## src/rtl/cvse_pkg.sv

```systemverilog
`default_nettype none
package cvse_pkg;

	// width of the internal cell counter
	localparam int CELL_INDEX_BITS = 24;

	localparam int TARGET_W   = 24;
	localparam int BYTE_W     = 8;
	localparam int WORD_ID_W  = 22;
	localparam int POS_W      = 8;
	localparam int PARTIAL_W  = 14;
	localparam int PAYLOAD6_W = 6;

	// variable-byte prefix masks
	localparam logic [BYTE_W-1:0] MARK_MULTI  = 8'h80;
	localparam logic [BYTE_W-1:0] MARK_PREFIX = 8'hC0;
	localparam logic [BYTE_W-1:0] MASK_LOW6   = 8'h3F;

	typedef struct packed {
		logic [BYTE_W-1:0] data_byte;
		logic              frame_start;
	} in_t;

	typedef struct packed {
		logic [WORD_ID_W-1:0] word_id;
		logic [POS_W-1:0]     word_position;
		logic                 last_word;
		logic                 cell_empty;
	} out_t;

endpackage
`default_nettype wire

```

## src/rtl/cvse_if.sv

```systemverilog
`default_nettype none
interface cvse_in_if;
	logic          valid;
	logic          ready;
	cvse_pkg::in_t payload;

	modport source (output valid, output payload, input ready);
	modport sink (input valid, input payload, output ready);
endinterface

interface cvse_out_if;
	logic           valid;
	logic           ready;
	cvse_pkg::out_t payload;

	modport source (output valid, output payload, input ready);
	modport sink (input valid, input payload, output ready);
endinterface
`default_nettype wire

```

## src/rtl/cell_vbyte_stream_extractor.sv

```systemverilog
// Cell variable-byte stream extractor. Feed the cell area one byte per transfer on
// "stream", with frame_start high on its first byte. Each cell is a count byte and
// then that many word ids (0xxxxxxx: 7 bits; 10xxxxxx + 1 byte: 14 bits;
// 11xxxxxx + 2 bytes: 22 bits). Cells before target_cell are skipped; each id of
// the target cell comes out on "result" with its position and last_word on the
// final one, and an empty target cell gives a single transfer with cell_empty and
// last_word set. Everything after it is dropped until the next frame_start. The
// block takes one byte every clock cycle: a byte passes an input register and then
// the parse logic into the result register, which drives "result". Only
// back-pressure on "result" slows the stream: while a result waits to be taken,
// the input register still takes one byte and then holds it.
// Write target_cell through cfg_we/cfg_data only while the block is idle.
`default_nettype none
module cell_vbyte_stream_extractor (
	input  wire                                clk,
	input  wire                                arst_n,
	input  wire                                cfg_we,
	input  wire [cvse_pkg::TARGET_W-1:0]       cfg_data,
	cvse_in_if.sink                            stream,
	cvse_out_if.source                         result
);

	// parse phase codes
	localparam logic [2:0] PH_COUNT = 3'd0; // count byte of a cell
	localparam logic [2:0] PH_FIRST = 3'd1; // first byte of a word
	localparam logic [2:0] PH_TWO_B = 3'd2; // second byte of a two-byte word
	localparam logic [2:0] PH_THR_B = 3'd3; // second byte of a three-byte word
	localparam logic [2:0] PH_THR_C = 3'd4; // third byte of a three-byte word

	localparam int CNT_W = cvse_pkg::CELL_INDEX_BITS;

	// configuration
	logic [cvse_pkg::TARGET_W-1:0] target_q;

	// input register
	logic          valid_s1;
	cvse_pkg::in_t item_s1;

	// parser state
	logic [2:0]                       phase_q;
	logic [CNT_W-1:0]                 cell_cnt_q;
	logic [cvse_pkg::POS_W-1:0]       words_left_q;
	logic [cvse_pkg::POS_W-1:0]       pos_q;
	logic [cvse_pkg::PARTIAL_W-1:0]   partial_q;
	logic                             finished_q;
	logic                             in_target_q;

	// result register
	logic           out_valid_q;
	cvse_pkg::out_t out_q;

	// next-state values
	logic [2:0]                       phase_d;
	logic [CNT_W-1:0]                 cell_cnt_d;
	logic [cvse_pkg::POS_W-1:0]       words_left_d;
	logic [cvse_pkg::POS_W-1:0]       pos_d;
	logic [cvse_pkg::PARTIAL_W-1:0]   partial_d;
	logic                             finished_d;
	logic                             in_target_d;
	logic                             emit;
	cvse_pkg::out_t                   out_d;

	// per-byte scratch
	logic [2:0]                       ph_e;
	logic [CNT_W-1:0]                 cnt_e;
	logic [cvse_pkg::POS_W-1:0]       wl_e;
	logic [cvse_pkg::POS_W-1:0]       pos_e;
	logic [cvse_pkg::PARTIAL_W-1:0]   part_e;
	logic                             fin_e;
	logic                             tgt_e;
	logic [cvse_pkg::BYTE_W-1:0]      b;
	logic                             word_end;
	logic [cvse_pkg::WORD_ID_W-1:0]   word_val;
	logic [cvse_pkg::POS_W-1:0]       wl_dec;

	logic res_free;
	logic proc;

	// result slot free this cycle: empty, or its transfer happens now
	assign res_free     = !out_valid_q || result.ready;
	assign proc         = valid_s1 && res_free;
	assign stream.ready = !valid_s1 || res_free;

	assign result.valid   = out_valid_q;
	assign result.payload = out_q;

	always_ff @(posedge clk or negedge arst_n) begin
		if (!arst_n) begin
			target_q <= '0;
		end else if (cfg_we) begin
			target_q <= cfg_data;
		end
	end

	// input register
	always_ff @(posedge clk or negedge arst_n) begin
		if (!arst_n) begin
			valid_s1 <= 1'b0;
		end else if (stream.ready) begin
			valid_s1 <= stream.valid;
		end
	end

	always_ff @(posedge clk) begin
		if (stream.ready && stream.valid) begin
			item_s1 <= stream.payload;
		end
	end

	// parse one byte
	always_comb begin
		b = item_s1.data_byte;

		// frame start restarts everything, this byte then being the count of cell 0
		if (item_s1.frame_start) begin
			ph_e   = PH_COUNT;
			cnt_e  = '0;
			wl_e   = '0;
			pos_e  = '0;
			part_e = '0;
			fin_e  = 1'b0;
			tgt_e  = 1'b0;
		end else begin
			ph_e   = phase_q;
			cnt_e  = cell_cnt_q;
			wl_e   = words_left_q;
			pos_e  = pos_q;
			part_e = partial_q;
			fin_e  = finished_q;
			tgt_e  = in_target_q;
		end

		phase_d      = ph_e;
		cell_cnt_d   = cnt_e;
		words_left_d = wl_e;
		pos_d        = pos_e;
		partial_d    = part_e;
		finished_d   = fin_e;
		in_target_d  = tgt_e;
		emit         = 1'b0;
		out_d        = '0;
		word_end     = 1'b0;
		word_val     = '0;
		wl_dec       = wl_e - 1'b1;

		if (!fin_e) begin
			unique case (ph_e)
				PH_COUNT: begin
					in_target_d = (32'(cnt_e) == 32'(target_q));
					pos_d       = '0;
					if (b == '0) begin
						if (in_target_d) begin
							emit             = 1'b1;
							out_d.last_word  = 1'b1;
							out_d.cell_empty = 1'b1;
							finished_d       = 1'b1;
						end else begin
							cell_cnt_d = cnt_e + 1'b1;
						end
					end else begin
						words_left_d = b;
						phase_d      = PH_FIRST;
					end
				end
				PH_FIRST: begin
					if ((b & cvse_pkg::MARK_MULTI) == '0) begin
						word_end = 1'b1;
						word_val = cvse_pkg::WORD_ID_W'(b);
					end else begin
						partial_d = cvse_pkg::PARTIAL_W'(b & cvse_pkg::MASK_LOW6);
						phase_d   = ((b & cvse_pkg::MARK_PREFIX) == cvse_pkg::MARK_MULTI)
							? PH_TWO_B : PH_THR_B;
					end
				end
				PH_TWO_B: begin
					word_end = 1'b1;
					word_val = cvse_pkg::WORD_ID_W'({part_e[cvse_pkg::PAYLOAD6_W-1:0], b});
				end
				PH_THR_B: begin
					partial_d = {part_e[cvse_pkg::PAYLOAD6_W-1:0], b};
					phase_d   = PH_THR_C;
				end
				PH_THR_C: begin
					word_end = 1'b1;
					word_val = {part_e, b};
				end
				default: begin
					phase_d = PH_COUNT;
				end
			endcase

			// a word has completed
			if (word_end) begin
				words_left_d = wl_dec;
				if (tgt_e) begin
					emit                = 1'b1;
					out_d.word_id       = word_val;
					out_d.word_position = pos_e;
					out_d.last_word     = (wl_dec == '0);
					pos_d               = pos_e + 1'b1;
				end
				if (wl_dec == '0) begin
					if (tgt_e) begin
						finished_d = 1'b1;
					end else begin
						cell_cnt_d = cnt_e + 1'b1;
					end
					phase_d = PH_COUNT;
				end else begin
					phase_d = PH_FIRST;
				end
			end
		end
	end

	always_ff @(posedge clk or negedge arst_n) begin
		if (!arst_n) begin
			phase_q      <= PH_COUNT;
			cell_cnt_q   <= '0;
			words_left_q <= '0;
			pos_q        <= '0;
			partial_q    <= '0;
			finished_q   <= 1'b0;
			in_target_q  <= 1'b0;
		end else if (proc) begin
			phase_q      <= phase_d;
			cell_cnt_q   <= cell_cnt_d;
			words_left_q <= words_left_d;
			pos_q        <= pos_d;
			partial_q    <= partial_d;
			finished_q   <= finished_d;
			in_target_q  <= in_target_d;
		end
	end

	// result register
	always_ff @(posedge clk or negedge arst_n) begin
		if (!arst_n) begin
			out_valid_q <= 1'b0;
		end else if (proc) begin
			out_valid_q <= emit;
		end else if (result.ready) begin
			out_valid_q <= 1'b0;
		end
	end

	always_ff @(posedge clk) begin
		if (proc && emit) begin
			out_q <= out_d;
		end
	end

endmodule
`default_nettype wire

```

## src/flat_wrapper.sv

```systemverilog
// flat-port wrapper written by rule: the top's interface ports become plain ports
module cell_vbyte_stream_extractor_flat 
  (clk, arst_n, cfg_we, cfg_data, stream_valid, stream_payload, stream_ready, result_valid, result_payload, result_ready);
  cvse_in_if stream_i ();
  cvse_out_if result_i ();
  input  wire clk;
  input  wire arst_n;
  input  wire cfg_we;
  input  wire [cvse_pkg::TARGET_W-1:0] cfg_data;
  input wire logic [$bits(stream_i.valid)-1:0] stream_valid;
  input wire logic [$bits(stream_i.payload)-1:0] stream_payload;
  output wire logic [$bits(stream_i.ready)-1:0] stream_ready;
  output wire logic [$bits(result_i.valid)-1:0] result_valid;
  output wire logic [$bits(result_i.payload)-1:0] result_payload;
  input wire logic [$bits(result_i.ready)-1:0] result_ready;
  assign stream_i.valid = stream_valid;
  assign stream_i.payload = stream_payload;
  assign stream_ready = stream_i.ready;
  assign result_valid = result_i.valid;
  assign result_payload = result_i.payload;
  assign result_i.ready = result_ready;
  cell_vbyte_stream_extractor u_core (.clk(clk), .arst_n(arst_n), .cfg_we(cfg_we), .cfg_data(cfg_data), .stream(stream_i), .result(result_i));
endmodule
```

## config.mk

```make
export PLATFORM = sky130hd
export DESIGN_NAME = cell_vbyte_stream_extractor_flat
export DESIGN_NICKNAME = d
export VERILOG_FILES = /design/src/rtl/cvse_pkg.sv /design/src/rtl/cvse_if.sv /design/src/rtl/cell_vbyte_stream_extractor.sv /design/src/flat_wrapper.sv
export SDC_FILE = /design/constraint.sdc
export NUM_CORES = 1
export LEC_CHECK = 0
export BUFFER_PORTS_ARGS = -buffer_cell sky130_fd_sc_hd__buf_2
export CORE_AREA = 4 4 125 127
export DETAILED_ROUTE_END_ITERATION = 12
export DIE_AREA = 0 0 129 131
export PLACE_DENSITY = 0.62
export SETUP_SLACK_MARGIN = 0.4
export SLEW_MARGIN = 20
export SYNTH_ARGS = -nofsm -noshare
export SYNTH_HDL_FRONTEND = slang
export SYNTH_SLANG_ARGS = --single-unit
```

## constraint.sdc

```tcl
create_clock -name clk -period 4 [get_ports clk]
set_clock_uncertainty 0.05 [all_clocks]
set_input_delay 0.6 -clock clk [delete_from_list [all_inputs] [get_ports clk]]
set_output_delay 0.6 -clock clk [all_outputs]
set_load 0.03 [all_outputs]
```

Word level (Yosys, flattened, before mapping)
Cells that the tools add are included.
{ "classes": {"shift": 0, "n_reduce_logical": 15, "mux": 55, "addsub": 3, "div_mod_pow": 0, "eq_ne": 6, "order_cmp": 0, "mul": 0, "bitwise": 4} }
{ "ops": {"columns": ["operator", "n"], "rows": [
  ["$mux W24", 8],
  ["$mux W8", 11],
  ["$pmux W22 S3", 1],
  ["$mux W14", 3],
  ["$pmux W14 S2", 1],
  ["$add A24 B1 Y24 const B", 1],
  ["$eq A24 B24 Y1", 1],
  ["$logic_not A8 Y1", 3],
  ["$mux W1", 21],
  ["$mux W3", 5],
  ["$pmux W3 S4", 1],
  ["$add A8 B1 Y8 const B", 1],
  ["$sub A8 B1 Y8 const B", 1],
  ["$eq A3 B2 Y1 const B", 2],
  ["$mux W2", 3],
  ["$reduce_or A3 Y1", 2],
  ["$not A1 Y1", 4],
  ["$eq A3 B1 Y1 const B", 1],
  ["$eq A3 B3 Y1 const B", 1],
  ["$logic_and A1 B1 Y1", 3],
  ["$logic_not A3 Y1", 1],
  ["$eq A2 B2 Y1 const B", 1],
  ["$logic_not A1 Y1", 2],
  ["$logic_or A1 B1 Y1", 2],
  ["3 further kinds", 3]
]} }
{ "word_totals": {"inputBits": 38, "latchBits": 0, "reg_bits": 126, "romBits": 0, "out_inout_bits": 34, "ramBits": 0, "elab_cells": 99, "mem_count": 0} }

Depth between registers and ports, before layout
Gate-level depths: netlist (run 1).
{ "logic_depth": {"ltp_word": 9, "depth_mapped": 15, "mapped_depth_nobuf": 10} }

Worst setup path before layout (run 1)
No wires, ideal clock.
{ "synth_timing": {"kind": "register to register", "start": "reg u_core.item_s1[0] (netlist bit)", "end": "reg u_core.out_q, in the netlist u_core.result.payload[0], enable pin", "synth_period_minus_slack_ns": 3.655, "setup_slack_ns": 0.345, "arrival_time_ns": 3.184, "required_ns": 3.529, "path_stages_with_launch": 9, "setup_time_ns": 0.421, "path_cell_list": "edfxtp_1 > buf_4 > or4bb_1 > a2bb2oi_1 > a32oi_1 > and4_1 > nand3_1 > a2bb2oi_1 > nor2_1"} }
{ "synth_between": {"elab_chain_cells": 9, "word_cells_on_any_way": 19, "cone_classes": "4 x eq/ne; 12 x mux; 3 x reduce/logical"} }
{ "synth_lines": {"columns": ["item", "line", "text"], "rows": [
  ["start: declaration", "cell_vbyte_stream_extractor.sv:37", "cvse_pkg::in_t item_s1;"],
  ["start signal: assignment", "cell_vbyte_stream_extractor.sv:106", "item_s1 <= stream.payload;"],
  ["$mux W24", "cell_vbyte_stream_extractor.sv:115", "if (item_s1.frame_start) begin"],
  ["$eq A24 B24 Y1", "cell_vbyte_stream_extractor.sv:149", "in_target_d = (32'(cnt_e) == 32'(target_q));"],
  ["$mux W1", "cell_vbyte_stream_extractor.sv:152", "if (in_target_d) begin"],
  ["$mux W1", "cell_vbyte_stream_extractor.sv:151", "if (b == '0) begin"],
  ["$mux W1", "cell_vbyte_stream_extractor.sv:147", "unique case (ph_e)"],
  ["$mux W1", "cell_vbyte_stream_extractor.sv:195", "if (tgt_e) begin"],
  ["$mux W1", "cell_vbyte_stream_extractor.sv:193", "if (word_end) begin"],
  ["$mux W1 *", "cell_vbyte_stream_extractor.sv:146", "if (!fin_e) begin"],
  ["$logic_and A1 B1 Y1 *", "cell_vbyte_stream_extractor.sv:248", "if (proc && emit) begin"],
  ["end signal: assignment", "cell_vbyte_stream_extractor.sv:249", "out_q <= out_d;"],
  ["end: declaration", "cell_vbyte_stream_extractor.sv:50", "cvse_pkg::out_t out_q;"]
]} }
Every way passes the cells marked *; elsewhere a longest branch is shown, timed or not. The select of a mux whose other input is x is not followed.
A chain may end at the register's enable or synchronous reset.

Worst setup path after layout (run 1)
{ "layout_timing": {"start": "reg u_core.item_s1[0] (netlist bit)", "end": "reg u_core.out_q, in the netlist u_core.result.payload[9], enable pin"} }
The elaborated chain is that of the path after synthesis.

==> out/metrics.cfg, run 1 <==
[detailed_routing]
met3WireLength_um = 985
highest_layer = met4
wl_met2_um = 7440
ant_nets = 0
via_per_inst = 5.77
dr_total_vias = 5011
wirelength_um = 15100
first_pass_iters = 5
wl_met1_um = 6380
drcViolationCount = 0
routedWlPerCell_um = 17.4
dr.first_iter.drc_count = 298

[timing]
hold_violations = 0
hold_slack_ps = 203
finalSetupViolCount = 0
slew_violations = 0
final.min_clock_period_ps = 3190
relSlewSlack_pct = 39.7
timing.final.crit_share_pct = 79.8
tightestPinTransition_ps = 898
fmax_mhz = 313
tns_ps = 0
rsz0062_at_grt = false

[global_routing]
grtUsageTotal_pct = 19.3
gr-total-overflow = 0
grt_pass1_wl_um = 25300
antenna_found_initial = 0
grt_max_degree = 64
grt_pass1_vias = 4933

[finish]
n_antenna_cell = 0
syn_to_final_growth_pct = 16.8
drive_above_1_share_pct = 21.5
fillers = 1308
fin_nets = 714

[power_and_ir_drop]
peakVddDrop_mv = 0.292
seqPwrFrac_pct = 45.4
internal_power_w = 0.00238
clkPwrFrac_pct = 45.6
p_per_area_nw_per_um2 = 432
p_sw_w = 0.000843
leakage_nw = 3.21
pwr-share-comb_pct = 8.9
finalPower_w = 0.00323
swShare_pct = 26.1

[synthesis]
syn-cell-area_um2 = 6390
synth_top_flop_cell = dfrtp_1
synthTopCellsByCount = dfrtp_1 (85), nand2_1 (63), edfxtp_1 (41)
ys_warn_count = 0
avgSynthCellArea_um2 = 10.5
ys_seq_area_share_pct = 52.5
netlist.area_leader.share_pct = 33.3
synth-seq-cells = 126
synth.most_common_cell = dfrtp_1
yosys.area.top_type = dfrtp_1
synth_area_leaders = dfrtp_1 (33%), edfxtp_1 (19%), mux2_2 (4.2%), nand2_1 (3.7%), and3_1 (2.7%)
ys_async_sr_fraction_pct = 67.5
ys_types = 64
synthCells = 608
syn_nets = 650
synth_edf_count = 41

[cts]
post_cts_resized = 0
post_cts_buffers = 0
path_clk_slew_ps = 60
cts_buffers = 17
root_buffer = clkbuf_16
clkSinkCount = 126
hold_buffers = 0
clock_path_buffers = 2
clock_latency_ps = 430
cts_tree = done
htree_num_levels = 4

[place]
io_buffers = 71
place_hpwl_um = 10500
place_congestion = 0.880

[hold_path]
hp-class = in -> async

[setup_path]
cp_top_family = simple AND/OR/NAND/NOR gates
rr_endpoint = u_core.result.payload[9]
rr_worst_depth = 9
cp_common_cell = a2bb2oi_1
cp_max_fo = 63
cp_slowest_stage_delay_ps = 520
cpMaxStageDelayCell = or4bb_1
cp-start-kind = register
worstPathArrival_ps = 3220
crit_path_end_kind = register
r2r_start = u_core.item_s1[0]
crit_chain = buf_12, or4bb_1, a2bb2oi_1, a32oi_1, and4_1, nand3_1, a2bb2oi_1, nor2_2, buf_4
r2r_setup_slack_ps = 810
critPathRequiredTime_ps = 4030
worstSetupPathType = reg -> reg
critPathBufInv = 2

[floorplan]
die_h_um = 131
fp.dieArea_um2 = 16900
rows = 44
die_x_um = 129
initial_core_util_pct = 44.3
core_area_um2 = 14400
ioPinCount = 72

[run]
drv_cap = 0

[outcome]
outcome = complete, no violations

layout make-up:
cell class | count | area (um2) | share of cell area (%)
flip-flops and latches | 126 | 3360 | 45.0
multi-input cells | 438 | 2840 | 38.1
repair buffers | 80 | 438 | 5.86
clock buffers | 18 | 429 | 5.75
well taps | 184 | 230 | 3.08
clock inverters | 14 | 134 | 1.79
inverters | 9 | 33.8 | 0.452
layout by cell type, fill, tap and decap left out, types with 21 or more instances in the layout:
cell and n:
dfrtp_1 85, buf_2 70, nand2_1 63, edfxtp_1 41, nor2_1 35, o21ai_0 34
and3_1 28, mux2_2 24, nand3_1 22, and2_1 21
power by group through the flow:
stage,sequential [W],combinational [W],clock [W]
finish,0.00147,0.000288,0.00147
global route,0.00148,0.000329,0.00156
CTS,0.00146,0.000290,0.00149
detailed placement,0.00149,0.000290,0
global placement,0.00149,0.000282,0
floorplan,0.00146,0.000219,0
logic make-up (layout without fill, tap and decap cells):
family	count (synthesis)	after routing	share of synthesized area, %
xor+xnor	30	30	4.11
simple gates	252	252	21.3
mux	25	25	4.38
buf+inv	44	121	3.01
compound gates	127	127	13.9
fa+ha+maj	4	4	0.783
flops	126	126	52.5
worst reg2reg max path, stage by stage, from the launching register on:
cell and delay (ps):
edfxtp_1 440, buf_12 230, or4bb_1 540, a2bb2oi_1 150, a32oi_1 190, and4_1 360
nand3_1 170, a2bb2oi_1 220, nor2_2 130, buf_4 360
registers in the layout, indices dropped and copies added, names as in the netlist, 3 cells and up:
| signal | count |
|---|---|
| u_core.b | 8 |
| u_core.target_q | 24 |
| u_core.cell_cnt_q | 24 |
| u_core.pos_q | 8 |
| u_core.partial_q | 14 |
| u_core.result.payload | 32 |
| u_core.words_left_q | 8 |
| u_core.phase_q | 3 |
routing by layer:
metal / global-route usage, % / vias to the layer above
met5: 0 / -
met3: 5.65 / 26
met4: 7.23 / 0
met2: 32.1 / 166
li1: - / 2383
met1: 23.9 / 2436
metrics by stage:
stage | util, % | worst slack [ps] | instances | area (um2)
after global routing | 51.8 | 552 | 869 | 7470
after global placement | 47.9 | 841 | 837 | 6900
after floorplan | - | 871 | 608 | 6390
final | 51.8 | 809 | 869 | 7470
after detailed placement | 47.9 | 818 | 837 | 6900
after CTS | 51.8 | 798 | 869 | 7470
worst max-delay path by stage:
stage | startpoint | to | slack (ps) | depth (start not counted)
4_1_cts | u_core.item_s1[0] | u_core.result.payload[9] | 800 | 9
3_3_place_gp | u_core.item_s1[0] | u_core.result.payload[6] | 840 | 9
5_1_grt | u_core.item_s1[0] | u_core.cell_cnt_q[20] | 550 | 11
6_report | u_core.item_s1[0] | u_core.result.payload[9] | 810 | 9
2_1_floorplan | u_core.item_s1[0] | u_core.result.payload[0] | 870 | 8
3_5_place_dp | u_core.item_s1[0] | u_core.result.payload[7] | 820 | 9
Note: power is estimated with default switching activity, not from simulation.
==> inputs of run 2 (changes only) <==
==> constraint.sdc (replaced) <==
create_clock -name clk -period 3.1 [get_ports clk]
set_clock_uncertainty 0.05 [all_clocks]
set_input_delay 0.465 -clock clk [delete_from_list [all_inputs] [get_ports clk]]
set_output_delay 0.465 -clock clk [all_outputs]
set_load 0.03 [all_outputs]
==> run 2 against run 1 <==
Net effect:
- worst setup slack got worse by 550 ps
- register-to-register slack got worse by 550 ps
- design area is 9.0% higher
- sequential power up 29%
- sequential share of layout area down 3.7 points
- critical path depth grew 2
- clock power rose by 34%
- final cell count rose by 4.1%
- routed wire length is 13% higher
- highest routed layer unchanged
==> out/metrics.cfg, run 2 (same netlist as run 1, synthesis figures left out) <==
[finish]
final_common_cell = dfrtp_1
postLayoutCoreUtil_pct = 56.4  ; +4.7 points
fin_nets = 750  ; +5.0%
n_antenna_cell = 0  ; unchanged
largest_reg_flops = 32  ; unchanged
final_cell_mix = dfrtp_1 (85), buf_2 (70), nand2_1 (60)
syn_to_final_growth_pct = 27.3
drive_above_1_share_pct = 29.3  ; +7.8 points

[power_and_ir_drop]
peakVddDrop_mv = 0.341  ; +17%
leakage_nw = 3.50  ; +8.9%
p_per_area_nw_per_um2 = 529  ; +22%

[global_routing]
grt_max_degree = 44  ; -31%
grtUsageTotal_pct = 20.6  ; +1.3 points
grt_pass1_vias = 5157  ; +4.5%
grt_pass1_wl_um = 27000  ; +6.8%
gr-total-overflow = 0  ; unchanged
antenna_found_initial = 0  ; unchanged

[detailed_routing]
dr.first_iter.drc_count = 481  ; +61%
drcViolationCount = 0  ; unchanged
wirelength_um = 17100  ; +13%
via_per_inst = 5.89  ; +2.1%
ant_nets = 0  ; unchanged
dr_total_vias = 5329  ; +6.3%
routedWlPerCell_um = 18.9  ; +8.8%
first_pass_iters = 5  ; unchanged

[floorplan]
initial_core_util_pct = 44.3  ; unchanged
ioPinCount = 72  ; unchanged
rows = 44  ; unchanged
core_area_um2 = 14400  ; unchanged
die_x_um = 129  ; unchanged
die_h_um = 131  ; unchanged
fp.dieArea_um2 = 16900  ; unchanged

[run]
drv_cap = 0  ; unchanged

[setup_path]
rr_worst_depth = 11  ; +2
cp-endpoint = u_core.cell_cnt_q[4]
worstSetupPathType = reg -> reg
r2r_setup_slack_ps = 260  ; -550 ps
worstPathArrival_ps = 3090  ; -130 ps
critPathRequiredTime_ps = 3350  ; -680 ps
cp_max_fo = 8  ; -87%
cp-startpoint = u_core.item_s1[0]
r2r_start = u_core.item_s1[0]
cp-start-kind = register
rr_endpoint = u_core.cell_cnt_q[4]
crit_path_end_kind = register

[timing]
timing.final.crit_share_pct = 91.6  ; +12 points
slew_violations = 0  ; unchanged
relSlewSlack_pct = 57.4  ; +18 points
finalSetupViolCount = 0  ; unchanged
rsz0062_at_grt = true
tns_ps = 0  ; unchanged
fmax_mhz = 352  ; +12%
final.min_clock_period_ps = 2840  ; -349 ps
setup_ws_ps = 259  ; -551 ps
hold_violations = 0  ; unchanged
tightestPinTransition_ps = 637  ; -260 ps

[cts]
hold_buffers = 0  ; unchanged
clkSinkCount = 126  ; unchanged
htree_num_levels = 4  ; unchanged
path_clk_slew_ps = 60  ; about the same
cts_buffers = 17  ; unchanged
cts_tree = done
clock_latency_ps = 420  ; about the same
clock_path_buffers = 2  ; unchanged
root_buffer = clkbuf_16

[place]
io_buffers = 71  ; unchanged
post-place-ws_ps = 222  ; -597 ps
place_congestion = 0.861  ; -2.1%
place_hpwl_um = 11200  ; +6.4%

[hold_path]
hp-class = in -> async

[outcome]
outcome = complete, no violations

==> run 2: changes by cell type in the layout (fill, tap and decap cells not counted), sizes merged <==
cell / change
o221ai: +1
inv: -1
buf: +32
clkinv: +1
bufbuf: +2
bufinv: +1
==> run 2: stage by stage <==
stage               std cells  power [W]  instance area [um2]  hold slack, ps
global route              905    0.00448                 8140            44.2
detailed placement        848    0.00232                 7050             444
floorplan                 608    0.00218                 6470             119
finish                    905    0.00431                 8140            4.50
global placement          848    0.00230                 7050             417
CTS                       896    0.00431                 7930            15.6
==> run 2: worst min path at each step <==
stage | endpoint | slack, ps | depth (start not counted)
after floorplan | u_core.cell_cnt_q[0] | 120 | 0
after global placement | u_core.partial_q[7] | 420 | 2
after detailed placement | u_core.partial_q[12] | 440 | 2
after CTS | u_core.cell_cnt_q[20] | 20 | 1
after global routing | u_core.cell_cnt_q[20] | 40 | 1
final | u_core.cell_cnt_q[20] | 4 | 1
==> run 2: repair_timing <==
action,in CTS,in global routing
endpoints found under the setup margin,50,60
setup buffers,11,7
pin swaps,8,11
resized for setup,11,26
cloned,5,2
hold endpoints to repair,0,0
==> run 2: power by group <==
part           switching (W)  leakage (nW)  internal [W]
Clock               0.000777         0.282       0.00119
Sequential          0.000101          1.56       0.00179
Combinational       0.000233          1.65      0.000211
==> run 2: layer usage <==
metal	wire (um)	track usage [%]	vias up
li1	-	-	2462
met1	7090	25.7	2626
met2	8480	34.2	204
met3	1040	4.19	37
met4	477	10.1	0
met5	0	0	-
==> run 2: worst max-delay path: stages, from the launching register on <==
cell       delay (ps)
edfxtp_1          370
buf_6             150
buf_12            140
or4bb_1           490
a2bb2oi_2         150
a32oi_2           190
and4_4            300
buf_6             120
o221ai_4          160
buf_12            180
and3_1            150
a221o_1           260
==> run 2: final cells by class <==
| cell class | instances | area (um2) |
|---|---|---|
| Sequential cell | 126 | 3360 |
| Multi-Input combinational cell | 439 | 3050 |
| Tap cell | 184 | 230 |
| Fill cell | 1243 | 6280 |
| Clock buffer | 17 | 425 |
| Clock inverter | 15 | 163 |
| Timing Repair Buffer | 115 | 880 |
| Inverter | 9 | 36.3 |
==> inputs of run 3 (changes only) <==
--- a/config.mk
+++ b/config.mk
@@ -9,7 +9,6 @@
 export CORE_AREA = 4 4 125 127
 export DETAILED_ROUTE_END_ITERATION = 12
 export DIE_AREA = 0 0 129 131
-export PLACE_DENSITY = 0.62
 export SETUP_SLACK_MARGIN = 0.4
 export SLEW_MARGIN = 20
 export SYNTH_ARGS = -nofsm -noshare
==> run 3 against run 2 <==
Net effect:
- combinational power up 4%
- final cell count rose by 0.55%
- die area did not move
- largest cell class unchanged
- critical endpoint is now u_core.cell_cnt_q[8]
- routed wire length is 2.9% lower
- largest power group unchanged
==> out/metrics.cfg, run 3 (same netlist as run 1, synthesis figures left out) <==
[cts]
root_buffer = clkbuf_16
cts_buffers = 17  ; unchanged
path_clk_slew_ps = 60  ; about the same
clock_latency_ps = 410  ; about the same
hold_buffers = 0  ; unchanged
clock_path_buffers = 2  ; unchanged
htree_num_levels = 4  ; unchanged
cts_tree = done
clkSinkCount = 126  ; unchanged

[detailed_routing]
via_per_inst = 5.82  ; -1.2%
dr.first_iter.drc_count = 387  ; -20%
routedWlPerCell_um = 18.2  ; -3.4%
first_pass_iters = 5  ; unchanged
drcViolationCount = 0  ; unchanged
ant_nets = 0  ; unchanged
dr_total_vias = 5296  ; -0.62%
wirelength_um = 16600  ; -2.9%

[finish]
syn_to_final_growth_pct = 27.2
postLayoutCoreUtil_pct = 56.4  ; -0.069 points
fillers = 1243  ; unchanged
largest_reg_flops = 32  ; unchanged
n_antenna_cell = 0  ; unchanged
fin_nets = 755  ; +0.67%
final_cell_mix = dfrtp_1 (83), buf_2 (70), nand2_1 (61)
final_common_cell = dfrtp_1
drive_above_1_share_pct = 29.1  ; -0.20 points
fin_cells = 910  ; +0.55%

[timing]
tightestPinTransition_ps = 775  ; +138 ps
rsz0062_at_grt = true
fmax_mhz = 359  ; +2.0%
relSlewSlack_pct = 48.3  ; -9.1 points
tns_ps = 0  ; unchanged
slew_violations = 0  ; unchanged
hold_violations = 0  ; unchanged
finalSetupViolCount = 0  ; unchanged
timing.final.crit_share_pct = 89.9  ; -1.8 points
hold_slack_ps = 55.5  ; +51.1 ps
final.min_clock_period_ps = 2790  ; -54.9 ps

[global_routing]
gr-total-overflow = 0  ; unchanged
grtUsageTotal_pct = 19.7  ; -0.88 points
grt_pass1_wl_um = 26200  ; -3.1%
antenna_found_initial = 0  ; unchanged
grt_max_degree = 86  ; +95%
grt_pass1_vias = 5119  ; -0.74%

[setup_path]
worstSetupPathType = reg -> reg
cp_common_cell = buf_4
critPathBufInv = 3  ; -1
cpMaxStageDelayCell = or4bb_1
crit_path_end_kind = register
cp_max_fo = 7  ; -1
cp_slowest_stage_delay_ps = 470  ; -20 ps
cp_top_family = compound AO/OA/AOI/OAI gates
critPathRequiredTime_ps = 3330  ; -20 ps
worstPathArrival_ps = 3020  ; -70 ps
crit_chain = buf_12, or4bb_1, a2bb2oi_1, a32oi_1, and4_4, buf_4, o221ai_4, buf_4, a211o_1, o311ai_0
cp-start-kind = register
r2r_setup_slack_ps = 310  ; +50 ps

[floorplan]
fp.dieArea_um2 = 16900  ; unchanged
die_h_um = 131  ; unchanged
core_area_um2 = 14400  ; unchanged
ioPinCount = 72  ; unchanged
rows = 44  ; unchanged
initial_core_util_pct = 44.3  ; unchanged
die_x_um = 129  ; unchanged

[hold_path]
hp-class = in -> async

[outcome]
outcome = complete, no violations

[power_and_ir_drop]
peakVddDrop_mv = 0.352  ; +3.0%
p_per_area_nw_per_um2 = 536  ; +1.3%
leakage_nw = 3.50  ; about the same
finalPower_w = 0.00436  ; +1.2%

[run]
drv_cap = 0  ; unchanged

[place]
placedCellCount = 849  ; +0.12%
place_hpwl_um = 11100  ; -1.2%
place_congestion = 0.854  ; -0.85%
io_buffers = 71  ; unchanged

==> run 3: changes by cell type in the layout (fill, tap and decap cells not counted), sizes merged <==
cell      previous run  this run
buf                112       117
bufbuf               2         1
bufinv               2         3
clkbuf              18        19
clkinv               7         5
clkinvlp             2         5
inv                 13        10
o221ai               3         4
==> run 3: worst register-to-register path: stages (launching register included) <==
cell	delay (ps)
edfxtp_1	440
buf_12	180
or4bb_1	480
a2bb2oi_1	150
a32oi_1	180
and4_4	290
buf_4	170
o221ai_4	180
buf_4	190
a211o_1	240
o311ai_0	120
==> run 3: worst paths after layout <==
path / cells after the start / endpoint / from
worst max-delay path: 10 / u_core.cell_cnt_q[8] / u_core.item_s1[0]
worst min-delay path: 1 / u_core.target_q[0] / arst_n
min in group clk: 1 / u_core.b[6] / stream_payload[7]
worst min register to register: 2 / u_core.partial_q[7] / u_core.partial_q[7]
worst max register to register: 10 / u_core.cell_cnt_q[8] / u_core.item_s1[0]
max in group asynchronous: 1 / u_core.words_left_q[3] / arst_n
==> run 3: routing by layer <==
metal | vias up | part of all wire (%) | global-route usage, %
met2 | 177 | 50 | 33.6
met1 | 2591 | 41 | 23.7
met3 | 42 | 6.1 | 4.07
met4 | 0 | 2.7 | 10.1
met5 | - | 0 | 0
li1 | 2486 | - | -
==> run 3: timing repair <==
action | in CTS | in global routing
gates cloned | 4 | 3
resized for setup | 9 | 27
setup endpoints to repair | 53 | 59
pin swaps | 5 | 14
hold endpoints to repair | 0 | 0
buffers inserted | 10 | 12
==> run 3: power breakdown <==
part	internal [W]	total [W]	switching [W]
clock	0.00126	0.00200	0.000738
sequential	0.00179	0.00190	0.000104
combinational	0.000225	0.000462	0.000237
total	0.00328	0.00436	0.00108
==> run 3: cell type report <==
type                            instances  area (um2)  share of cell area (%)
Sequential cell                       126        3360                    41.3
Clock buffer                           18         429                    5.28
Inverter                                9        36.3                   0.446
Tap cell                              184         230                    2.83
Timing Repair Buffer                  119         877                    10.8
Multi-Input combinational cell        440        3030                    37.2
Clock inverter                         14         168                    2.06
==> run 3: per-stage QoR <==
stage / worst slack [ps] / cell area (um2)
finish: 314 / 8130
global route: 237 / 8130
CTS: 330 / 7910
detailed placement: 190 / 7060
global placement: 235 / 7060
floorplan: 332 / 6470
